### src/rtl/assert_macros.svh
// ----------------------------------------------------------------------------
// assertion macros
// shared wrappers for concurrent assertions on the core clock
// ----------------------------------------------------------------------------
`ifndef ASSERT_MACROS_SVH
`define ASSERT_MACROS_SVH

// property checked while out of reset
`define ASSERT_CLK(label, clk, rst_n, prop, msg) \
    label: assert property (@(posedge clk) disable iff (!rst_n) prop) else $error(msg);

// property checked on every edge, reset included
`define ASSERT_ALWAYS(label, clk, prop, msg) \
    label: assert property (@(posedge clk) prop) else $error(msg);

`endif

### src/rtl/mexp_pkg.sv
// ----------------------------------------------------------------------------
// mexp_pkg
// shared constants and types for the modular exponentiation core
// ----------------------------------------------------------------------------
`timescale 1ns / 1ps

package mexp_pkg;

    localparam int WIDTH_DEFAULT = 62;

    typedef struct packed {
        logic busy;
        logic done;
    } t_mm_status;

endpackage

### src/rtl/mexp_modmul.sv
// ----------------------------------------------------------------------------
// mexp_modmul
// bit-serial modular multiplier: one multiplier bit per cycle by interleaved
// double-and-add, each sum brought below the modulus by one compare-subtract
// ----------------------------------------------------------------------------
`timescale 1ns / 1ps

module mexp_modmul #(
    parameter int WIDTH = mexp_pkg::WIDTH_DEFAULT
) (
    input  logic                  i_clk,
    input  logic                  i_rst_n,
    input  logic                  i_start,
    input  logic [WIDTH-1:0]      i_a,
    input  logic [WIDTH-1:0]      i_b,
    input  logic [WIDTH-1:0]      i_m,
    output logic [WIDTH-1:0]      o_product,
    output mexp_pkg::t_mm_status  o_status
);

    localparam int CNT_W = (WIDTH > 1) ? $clog2(WIDTH) : 1;
    localparam logic [CNT_W-1:0] CNT_LAST = CNT_W'(WIDTH - 1);

    logic             r_busy;
    logic             r_done;
    logic [CNT_W-1:0] r_cnt;
    logic [WIDTH-1:0] r_acc;
    logic [WIDTH-1:0] r_dbl;
    logic [WIDTH-1:0] r_b;
    logic [WIDTH-1:0] r_m;

    logic [WIDTH:0]   sum_acc;
    logic [WIDTH:0]   sum_dbl;
    logic [WIDTH-1:0] n_acc;
    logic [WIDTH-1:0] n_dbl;

    always_comb begin
        sum_acc = {1'b0, r_acc} + {1'b0, r_dbl};
        sum_dbl = {1'b0, r_dbl} + {1'b0, r_dbl};
        if (!r_b[0]) begin
            n_acc = r_acc;
        end else if (sum_acc >= {1'b0, r_m}) begin
            n_acc = WIDTH'(sum_acc - {1'b0, r_m});
        end else begin
            n_acc = sum_acc[WIDTH-1:0];
        end
        if (sum_dbl >= {1'b0, r_m}) begin
            n_dbl = WIDTH'(sum_dbl - {1'b0, r_m});
        end else begin
            n_dbl = sum_dbl[WIDTH-1:0];
        end
    end

    always_ff @(posedge i_clk) begin
        if (!i_rst_n) begin
            r_busy <= 1'b0;
            r_done <= 1'b0;
            r_cnt  <= '0;
        end else begin
            r_done <= 1'b0;
            if (i_start) begin
                r_busy <= 1'b1;
                r_cnt  <= '0;
            end else if (r_busy) begin
                r_cnt <= r_cnt + 1'b1;
                if (r_cnt == CNT_LAST) begin
                    r_busy <= 1'b0;
                    r_done <= 1'b1;
                end
            end
        end
    end

    always_ff @(posedge i_clk) begin
        if (i_start) begin
            r_acc <= '0;
            r_dbl <= i_a;
            r_b   <= i_b;
            r_m   <= i_m;
        end else if (r_busy) begin
            r_acc <= n_acc;
            r_dbl <= n_dbl;
            r_b   <= r_b >> 1;
        end
    end

    assign o_product     = r_acc;
    assign o_status.busy = r_busy;
    assign o_status.done = r_done;

endmodule

### src/rtl/modular_exponentiation_core.sv
// ----------------------------------------------------------------------------
// modular_exponentiation_core
// base to the power of exponent, modulo a configured modulus, by right-to-left
// square-and-multiply on one shared bit-serial modular multiplier
// usage: load the modulus through i_cfg_wr_en / i_cfg_wr_data while idle
// (a zero write is ignored, reset value is 1). one input transaction carries
// i_base_value and i_exponent; one output transaction returns o_power_result.
// a zero exponent gives 1 directly. otherwise the base is first reduced below
// the modulus by one multiply, then each exponent bit up to the highest set one
// costs one square and, for a set bit, one multiply before it; the multiplier
// steps one multiplier bit per cycle.
// one transaction at a time.
// reset clears the sequencer and the output valid flag; a stalled receiver
// holds the result in the output register while the next transaction is taken in
// ----------------------------------------------------------------------------
`timescale 1ns / 1ps

`include "assert_macros.svh"

module modular_exponentiation_core #(
    parameter int WIDTH = mexp_pkg::WIDTH_DEFAULT
) (
    input  logic             i_clk,
    input  logic             i_rst_n,
    input  logic             i_cfg_wr_en,
    input  logic [WIDTH-1:0] i_cfg_wr_data,
    input  logic             i_in_valid,
    output logic             o_in_ready,
    input  logic [WIDTH-1:0] i_base_value,
    input  logic [WIDTH-1:0] i_exponent,
    output logic             o_out_valid,
    input  logic             i_out_ready,
    output logic [WIDTH-1:0] o_power_result
);

    typedef enum logic [5:0] {
        S_IDLE   = 6'b000001,
        S_REDUCE = 6'b000010,
        S_NEXT   = 6'b000100,
        S_MUL    = 6'b001000,
        S_SQR    = 6'b010000,
        S_DONE   = 6'b100000
    } t_state;

    t_state           r_state;
    t_state           n_state;
    logic [WIDTH-1:0] r_modulus;
    logic [WIDTH-1:0] r_exp;
    logic [WIDTH-1:0] r_base;
    logic [WIDTH-1:0] r_acc;
    logic [WIDTH-1:0] r_result;
    logic             r_out_valid;

    logic             in_fire;
    logic             out_load;
    logic [WIDTH-1:0] one_mod;
    logic             mm_start;
    logic [WIDTH-1:0] mm_a;
    logic [WIDTH-1:0] mm_b;
    logic [WIDTH-1:0] mm_product;
    mexp_pkg::t_mm_status mm_status;

    assign o_in_ready     = (r_state == S_IDLE);
    assign in_fire        = i_in_valid && o_in_ready;
    assign out_load       = (r_state == S_DONE) && (!r_out_valid || i_out_ready);
    assign one_mod        = (r_modulus == WIDTH'(1)) ? '0 : WIDTH'(1);
    assign o_out_valid    = r_out_valid;
    assign o_power_result = r_result;

    // sequencer and multiplier operand selection
    always_comb begin
        n_state  = r_state;
        mm_start = 1'b0;
        mm_a     = r_base;
        mm_b     = r_base;
        unique case (r_state)
            S_IDLE: begin
                mm_a = one_mod;
                mm_b = i_base_value;
                if (in_fire) begin
                    if (i_exponent == '0) begin
                        n_state = S_DONE;
                    end else begin
                        mm_start = 1'b1;
                        n_state  = S_REDUCE;
                    end
                end
            end
            S_REDUCE: begin
                if (mm_status.done) begin
                    n_state = S_NEXT;
                end
            end
            S_NEXT: begin
                if (r_exp == '0) begin
                    n_state = S_DONE;
                end else if (r_exp[0]) begin
                    mm_a     = r_acc;
                    mm_start = 1'b1;
                    n_state  = S_MUL;
                end else begin
                    mm_start = 1'b1;
                    n_state  = S_SQR;
                end
            end
            S_MUL: begin
                if (mm_status.done) begin
                    mm_start = 1'b1;
                    n_state  = S_SQR;
                end
            end
            S_SQR: begin
                if (mm_status.done) begin
                    n_state = S_NEXT;
                end
            end
            S_DONE: begin
                if (out_load) begin
                    n_state = S_IDLE;
                end
            end
            default: begin
                n_state = S_IDLE;
            end
        endcase
    end

    mexp_modmul #(
        .WIDTH (WIDTH)
    ) u_modmul (
        .i_clk     (i_clk),
        .i_rst_n   (i_rst_n),
        .i_start   (mm_start),
        .i_a       (mm_a),
        .i_b       (mm_b),
        .i_m       (r_modulus),
        .o_product (mm_product),
        .o_status  (mm_status)
    );

    always_ff @(posedge i_clk) begin
        if (!i_rst_n) begin
            r_state     <= S_IDLE;
            r_modulus   <= WIDTH'(1);
            r_out_valid <= 1'b0;
        end else begin
            r_state <= n_state;
            if (i_cfg_wr_en && (i_cfg_wr_data != '0)) begin
                r_modulus <= i_cfg_wr_data;
            end
            if (r_out_valid && i_out_ready) begin
                r_out_valid <= 1'b0;
            end
            if (out_load) begin
                r_out_valid <= 1'b1;
            end
        end
    end

    always_ff @(posedge i_clk) begin
        if (in_fire) begin
            r_exp <= i_exponent;
            r_acc <= (i_exponent == '0) ? WIDTH'(1) : one_mod;
        end
        if ((r_state == S_REDUCE) && mm_status.done) begin
            r_base <= mm_product;
        end
        if ((r_state == S_MUL) && mm_status.done) begin
            r_acc <= mm_product;
        end
        if ((r_state == S_SQR) && mm_status.done) begin
            r_base <= mm_product;
            r_exp  <= r_exp >> 1;
        end
        if (out_load) begin
            r_result <= r_acc;
        end
    end

    `ASSERT_CLK(a_modulus_nonzero, i_clk, i_rst_n, r_modulus != '0, "modulus register is zero")
    `ASSERT_CLK(a_ready_mul_idle, i_clk, i_rst_n, o_in_ready |-> !mm_status.busy,
        "ready while multiplier busy")
    `ASSERT_CLK(a_operands_reduced, i_clk, i_rst_n,
        (r_state == S_NEXT) |-> (r_acc < r_modulus && r_base < r_modulus),
        "operand not reduced")
    `ASSERT_ALWAYS(a_reset_clears, i_clk,
        !i_rst_n |=> (r_state == S_IDLE && !r_out_valid && r_modulus == WIDTH'(1)),
        "reset state wrong")

endmodule

### config.mk
export PLATFORM = sky130hd
export DESIGN_NAME = modular_exponentiation_core
export DESIGN_NICKNAME = d
export VERILOG_FILES = /design/src/rtl/mexp_pkg.sv /design/src/rtl/mexp_modmul.sv /design/src/rtl/modular_exponentiation_core.sv
export VERILOG_INCLUDE_DIRS = /design/src /design/src/rtl
export SDC_FILE = /design/constraint.sdc
export NUM_CORES = 1
export LEC_CHECK = 0
export BUFFER_PORTS_ARGS = -buffer_cell sky130_fd_sc_hd__buf_4
export CAP_MARGIN = 30
export CELL_PAD_IN_SITES_DETAIL_PLACEMENT = 0
export CELL_PAD_IN_SITES_GLOBAL_PLACEMENT = 1
export CORE_MARGIN = 2
export CORE_UTILIZATION = 41
export CTS_BUF_LIST = sky130_fd_sc_hd__clkbuf_8
export DETAILED_ROUTE_END_ITERATION = 10
export HOLD_SLACK_MARGIN = 0.02
export PLACE_DENSITY = 0.69
export SETUP_SLACK_MARGIN = 0.5
export SLEW_MARGIN = 20
export SYNTH_ARGS = -nofsm -noshare
export SYNTH_HDL_FRONTEND = slang
export SYNTH_SLANG_ARGS = --single-unit
### constraint.sdc
create_clock -name i_clk -period 8.15 [get_ports i_clk]
set_input_delay 1.2225 -clock i_clk [delete_from_list [all_inputs] [get_ports i_clk]]
set_output_delay 1.2225 -clock i_clk [all_outputs]
set_load 0.03 [all_outputs]
==> flow_metrics.tcl, run 1 <==
set metrics [dict create \
    status "finished, final reports clean" \
    worstPathArrival_ps 7660 \
    fill_cells 7971 \
    synthDistinctLibCells 73 \
    gp_congestion 0.923 \
    antenna_left 0 \
    detail_route.wl_per_cell_um 21.9 \
    crit_buf_inv 1 \
    antenna_found_initial 1 \
    maxSlewViolCount 0 \
    crit_path_frequent_cell "o21ai_0" \
    end_kind "flop" \
    hold_class "reg -> reg" \
    grt_start_max_net_pins 135 \
    dpl_cell_area_sq_um 36900 \
    worstMarginPinSlew_ps 1140 \
    skew_ps 59.9 \
    fin_nets 4099 \
    path_max_fanout 5 \
    drt-pass1-iter-count 8 \
    placement_rows 105 \
    clk_latency_ps 730 \
    yosys-top-cells-area "edfxtp_1 38%, dfxtp_1 8.2%, ha_1 6.9%, nand2_1 4.6%, a21oi_1 4.4%" \
    pin_count 255 \
    final_layout_size_suffix_gt1_share_pct 13.7 \
    die_w_um 292 \
    syn_nets 3901 \
    clock_sink_count 573 \
    cp_top_family "compound AO/OA/AOI/OAI gates" \
    dp_cells 4683 \
    synth_cells 3519 \
    syn_to_final_growth_pct 14.5 \
    finalSetupViolations 0 \
    critPathMaxStageDelay_ps 640 \
    highest_layer "met4" \
    cts_tree "built" \
    synth_area_per_cell_sq_um 9.68 \
    synth_edf_count 433 \
    ys_seq_elements 573 \
    fin_setup_tns_ps 0 \
    cp-start-kind "flop" \
    syn_area_sq_um 34100 \
    fin_area_sq_um 39000 \
    ctsRootBufferMaster "clkbuf_8" \
    met1_length_um 53200 \
    core_sq_um 82200 \
    multi_input_area_sq_um 17200 \
    via_per_inst 5.71 \
    period_needed_ps 7090 \
    wl_met3_um 5380 \
    seq_area_frac_synth_pct 46.4 \
    drt_iter0_drc 1952 \
    cts.path.max_buffers 3 \
    synth.largest_area_cell "edfxtp_1" \
    die_h_um 292 \
    port_buffers 254 \
    die-area_sq_um 85400 \
    drc 0 \
    wl_met2_um 46200 \
    rsz0062_at_grt "false" \
    relSlewSlack_pct 23.4 \
    post-dp-hpwl_um 80400 \
    hold_viol 0 \
    wirelength_um 107000 \
    synth_warnings 0 \
    cts_setup_buffers 0 \
    finalCritPeriodShare_pct 87.0 \
    register_area_sq_um 15800 \
    cts_buffers 99 \
    cp.required_ps 8720 \
    via_count 27800 \
    crit_slowest_cell "a2111oi_1" \
    track_usage_pct 24.4 \
    cts_htree_levels 3 \
    instances_no_fill 4871 \
    initial_core_util_pct 41.4 \
    synth-main-ff-cell "edfxtp_1" \
    grt_overflow 0 \
    path_class "reg -> reg" \
    synth_top_area_share_pct 38.2 \
    clkTransAtPathRegs_ps 60 \
    async_reset_ff_share_pct 0 \
    grt_pass1_vias 26900 \
    cap_violations 0 \
    fmax_mhz 141 \
    grt_first_pass_wirelength_um 163000 \
]
==> synthesized netlist by cell type, types with 82 or more instances <==
master / n
a31oi_1: 105
a21o_1: 126
o21ai_0: 121
a21oi_1: 297
nor2_1: 311
edfxtp_1: 433
a211oi_1: 93
dfxtp_1: 140
inv_1: 114
ha_1: 188
xnor2_1: 102
and3_1: 82
nand2_1: 417
clkbuf_1: 169
==> routing by layer <==
layer	global-route usage, %	up-vias
met3	3.19	120
met1	37.0	13400
met4	5.17	0
li1	-	13500
met5	0	-
met2	37.2	756
==> worst reg2reg max path, stage by stage, from the launching register on <==
cell       delay (ps)
edfxtp_1          400
ha_1              200
inv_1              60
fa_1              390
nand2b_1          190
a21o_1            210
a31oi_1           230
a41oi_1           370
o21ai_0           470
a21o_1            180
a21oi_1           130
o311ai_0          630
a21oi_1           190
xnor2_1           180
ha_1              380
nand2_1           170
nor3_1            360
and4_1            230
o311ai_0          240
a2111oi_1         640
o21ai_0           360
o21ai_0           230
o21ai_0           140
xnor2_1           150
mux2i_1           140
a21oi_1            80
==> logic make-up (layout without fill, tap and decap cells) <==
group                      count (synthesis)  after routing  synth area share (%)
buffers and inverters                    302            583                  3.42
xor gates and xnor gates                 181            181                  4.65
and+or+nand+nor                         1137           1137                  15.4
AOI/OAI and AO/OA                       1003           1003                  19.0
adders and majority gates                191            191                  7.08
other                                      0              1                     0
muxes                                    132            132                  4.11
DFF                                      573            573                  46.4
==> path summary, 6_finish.rpt <==
path,from,end,slack [ps],cells after the start
worst max-delay path,u_modmul.r_dbl[0]$_DFFE_PP_,u_modmul.o_product[57]$_SDFFE_PP0P_,1060,25
worst min register to register,r_acc[31]$_SDFFCE_PN0P_,o_power_result[31]$_DFFE_PP_,450,0
worst max register to register,u_modmul.r_dbl[0]$_DFFE_PP_,u_modmul.o_product[57]$_SDFFE_PP0P_,1060,25
worst min-delay path,r_acc[31]$_SDFFCE_PN0P_,o_power_result[31]$_DFFE_PP_,450,0
==> cell usage in the layout (no fill, tap or decap), drive strengths merged, types with 25 or more instances in the layout <==
cell type and instances:
a31oi 105, xnor2 102, a21oi 298, edfxtp 433
nor2 311, nand2 417, dfxtp 140, inv 145
o21a 25, nor3 54, xor2 79, nor4 69
a21boi 68, o21ai 125, nand3 46, and3 82
o211ai 28, mux2 64, clkbuf 110, a211oi 94
o21bai 35, clkinv 34, a21o 126, mux2i 68
ha 188, nand4 60, buf 284
==> final cells by class <==
cell class	count	area share [%]
Sequential cell	573	40.5
Clock buffer	110	3.88
Timing Repair Buffer	284	5.77
Clock inverter	74	1.31
Inverter	115	1.13
Multi-Input combinational cell	2644	44.0
Antenna cell	1	0.00641
Tap cell	1070	3.43
==> metrics by stage <==
stage	hold WS, ps	utilization [%]	worst slack [ps]
after floorplan	422	-	2000
after global placement	433	44.8	1290
after detailed placement	436	44.9	1040
after CTS	428	47.4	1010
after global routing	441	47.5	558
final	449	47.5	1060
==> sequential cells by signal (all words and copies together), names as in the netlist <==
register and cells:
o_power_result 62, r_acc 62, r_base 62, r_exp 62
r_modulus 62, u_modmul.o_product 62, u_modmul.r_b 62, u_modmul.r_dbl 62
u_modmul.r_m 62, r_state 6, u_modmul.r_cnt 6, o_out_valid 1
u_modmul.r_busy 1, u_modmul.r_done 1
==> timing repair <==
| action | 4_1_cts | 5_1_grt |
|---|---|---|
| gates resized for setup | 0 | 1 |
| endpoints found under the hold margin | 0 | 0 |
| endpoints found under the setup margin | 0 | 3 |
| hold buffers | 0 | 0 |
Power of run 1 is left out: the tool's default activity adds up to more than one toggle a clock period on the data nets, which glitch-free logic cannot reach.
==> inputs of run 2 (changes only) <==
- CORE_UTILIZATION: 41 -> 49
- PLACE_DENSITY: 0.69 -> 0.8
==> run 2 against run 1 <==
  * Critical path depth decreased by 3
  * Global-route usage is 5.4 points higher
  * Cell count shrank 3.0%
  * Routed wire length rose by 2.0%
  * Clock skew fell by 19 ps
  * Maximum frequency increased by 0.53%
  * Via count rose by 2.5%
  * Flip-flop and latch count unchanged
  * Worst hold slack worse by 1.4 ps
==> flow_metrics.tcl, run 2 (same netlist as run 1, synthesis figures left out) <==
set metrics [dict create \
    path_cells "ha_1, nand4_2, or4_1, or2_0, o32a_1, a2111o_1, a21oi_2, nor2_1, xnor2_1, ha_1, and2_1, and3_1, nand4_1, a21oi_1, a2111oi_0, o31a_1, nor4_1, nor3b_4, buf_4, or4b_1, o2111a_1, a21oi_1" \
    cts.path.max_buffers 3 \
    cts_htree_levels 3 \
    antenna_left 0 \
    grt_start_max_net_pins 139 \
    fin_nets 4099 \
    drt-pass1-iter-count 6 \
    die_h_um 268 \
    crit_buf_inv 1 \
    clkTransAtPathRegs_ps 70 \
    gp_congestion 0.934 \
    cts_tree "built" \
    drc 0 \
    die-area_sq_um 71700 \
    worstPathArrival_ps 7660 \
    fmax_mhz 142 \
    cp.required_ps 8760 \
    final_common_cell "edfxtp_1" \
    cap_violations 0 \
    path_max_fanout 9 \
    drt_iter0_drc 2457 \
    critPathMaxStageDelay_ps 600 \
    via_per_inst 6.03 \
    core_sq_um 68700 \
    min_path_cells 0 \
    hp-start "r_acc[28]$_SDFFCE_PN0P_" \
    grt_first_pass_wirelength_um 164000 \
    finalSetupViolations 0 \
    crit_slowest_cell "or4_1" \
    grt_pass1_vias 27500 \
    dp_cells 4545 \
    detail_route.wl_per_cell_um 23.0 \
    relSlewSlack_pct 31.0 \
    rr_startpoint "u_modmul.r_dbl[20]$_DFFE_PP_" \
    placement_rows 96 \
    finalCritPeriodShare_pct 86.5 \
    rsz0062_at_grt "false" \
    cp_top_family "simple AND/OR/NAND/NOR gates" \
    track_usage_pct 29.8 \
    die_w_um 268 \
    clock_sink_count 573 \
    fill_cells 6192 \
    initial_core_util_pct 49.6 \
    via_count 28500 \
    pin_count 255 \
    ctsRootBufferMaster "clkbuf_8" \
    skew_ps 40.5 \
    worstReg2RegEnd "u_modmul.o_product[58]$_SDFFE_PP0P_" \
    cts_setup_buffers 0 \
    instances_no_fill 4727 \
    hold_class "reg -> reg" \
    cp-start-kind "flop" \
    end_kind "flop" \
    clk_latency_ps 700 \
    port_buffers 254 \
    post-dp-hpwl_um 81100 \
    min_to "o_power_result[28]$_DFFE_PP_" \
    period_needed_ps 7050 \
    cts_buffers 96 \
    grt_overflow 0 \
    final_layout_size_suffix_gt1_share_pct 13.6 \
    antenna_found_initial 5 \
    worstMarginPinSlew_ps 1030 \
    mostFrequentLayoutCells "433 x edfxtp_1, 414 x nand2_1, 310 x nor2_1" \
    reg2regPathDepth 22 \
    r2r_setup_slack_ps 1100 \
    fin_setup_tns_ps 0 \
    syn_to_final_growth_pct 13.7 \
    path_class "reg -> reg" \
    maxSlewViolCount 0 \
    hold_viol 0 \
    wirelength_um 109000 \
    status "finished, final reports clean" \
]
run 2: worst max-delay path by stage:
stage	slack, ps	depth (start not counted)	from	to
after CTS	1170	22	u_modmul.r_dbl[20]$_DFFE_PP_	u_modmul.o_product[45]$_SDFFE_PP0P_
after detailed placement	1200	22	u_modmul.r_dbl[20]$_DFFE_PP_	u_modmul.o_product[49]$_SDFFE_PP0P_
after global routing	530	26	u_modmul.r_dbl[0]$_DFFE_PP_	u_modmul.o_product[36]$_SDFFE_PP0P_
after floorplan	2000	9	i_exponent[27]	u_modmul.r_b[0]$_DFFE_PP_
final	1100	22	u_modmul.r_dbl[20]$_DFFE_PP_	u_modmul.o_product[58]$_SDFFE_PP0P_
after global placement	1300	22	u_modmul.r_dbl[20]$_DFFE_PP_	u_modmul.o_product[49]$_SDFFE_PP0P_
run 2: cell type report:
| class | instances | area, sq um | share of cell area (%) |
|---|---|---|---|
| antenna | 2 | 5.00 | 0.0129 |
| clock buffer | 101 | 1390 | 3.59 |
| tap | 931 | 1160 | 3.01 |
| timing repair buffer | 287 | 2240 | 5.77 |
| inverter | 115 | 439 | 1.13 |
| clock inverter | 74 | 552 | 1.42 |
| multi-input combinational | 2644 | 17200 | 44.3 |
| sequential | 573 | 15800 | 40.8 |
run 2: per-stage QoR:
step           util, %  hold slack, ps  setup WS, ps  cell area [sq um]
2_1_floorplan        -             422          2000              34100
3_3_place_gp      53.4             431          1300              36700
3_5_place_dp      53.4             435          1200              36700
4_1_cts           56.3             438          1170              38700
5_1_grt           56.4             452           526              38800
6_report          56.4             448          1100              38800
run 2: per-layer routing:
layer  global-route usage, %  routed length (um)  share of wire, %  vias to the layer above
li1                        -                   -                 -                    13500
met1                    42.5               49900                46                    13800
met2                    47.2               49000                45                     1019
met3                    4.05                6960               6.4                      138
met4                    9.00                2810               2.6                        0
met5                       0                   0                 0                        -
run 2: timing repair:
item                       4_1_cts  5_1_grt
hold endpoints to repair         0        0
setup endpoints to repair        0        1
hold buffers                     0        0
resized for setup                0        1
Power of run 2 is left out for the same reason.
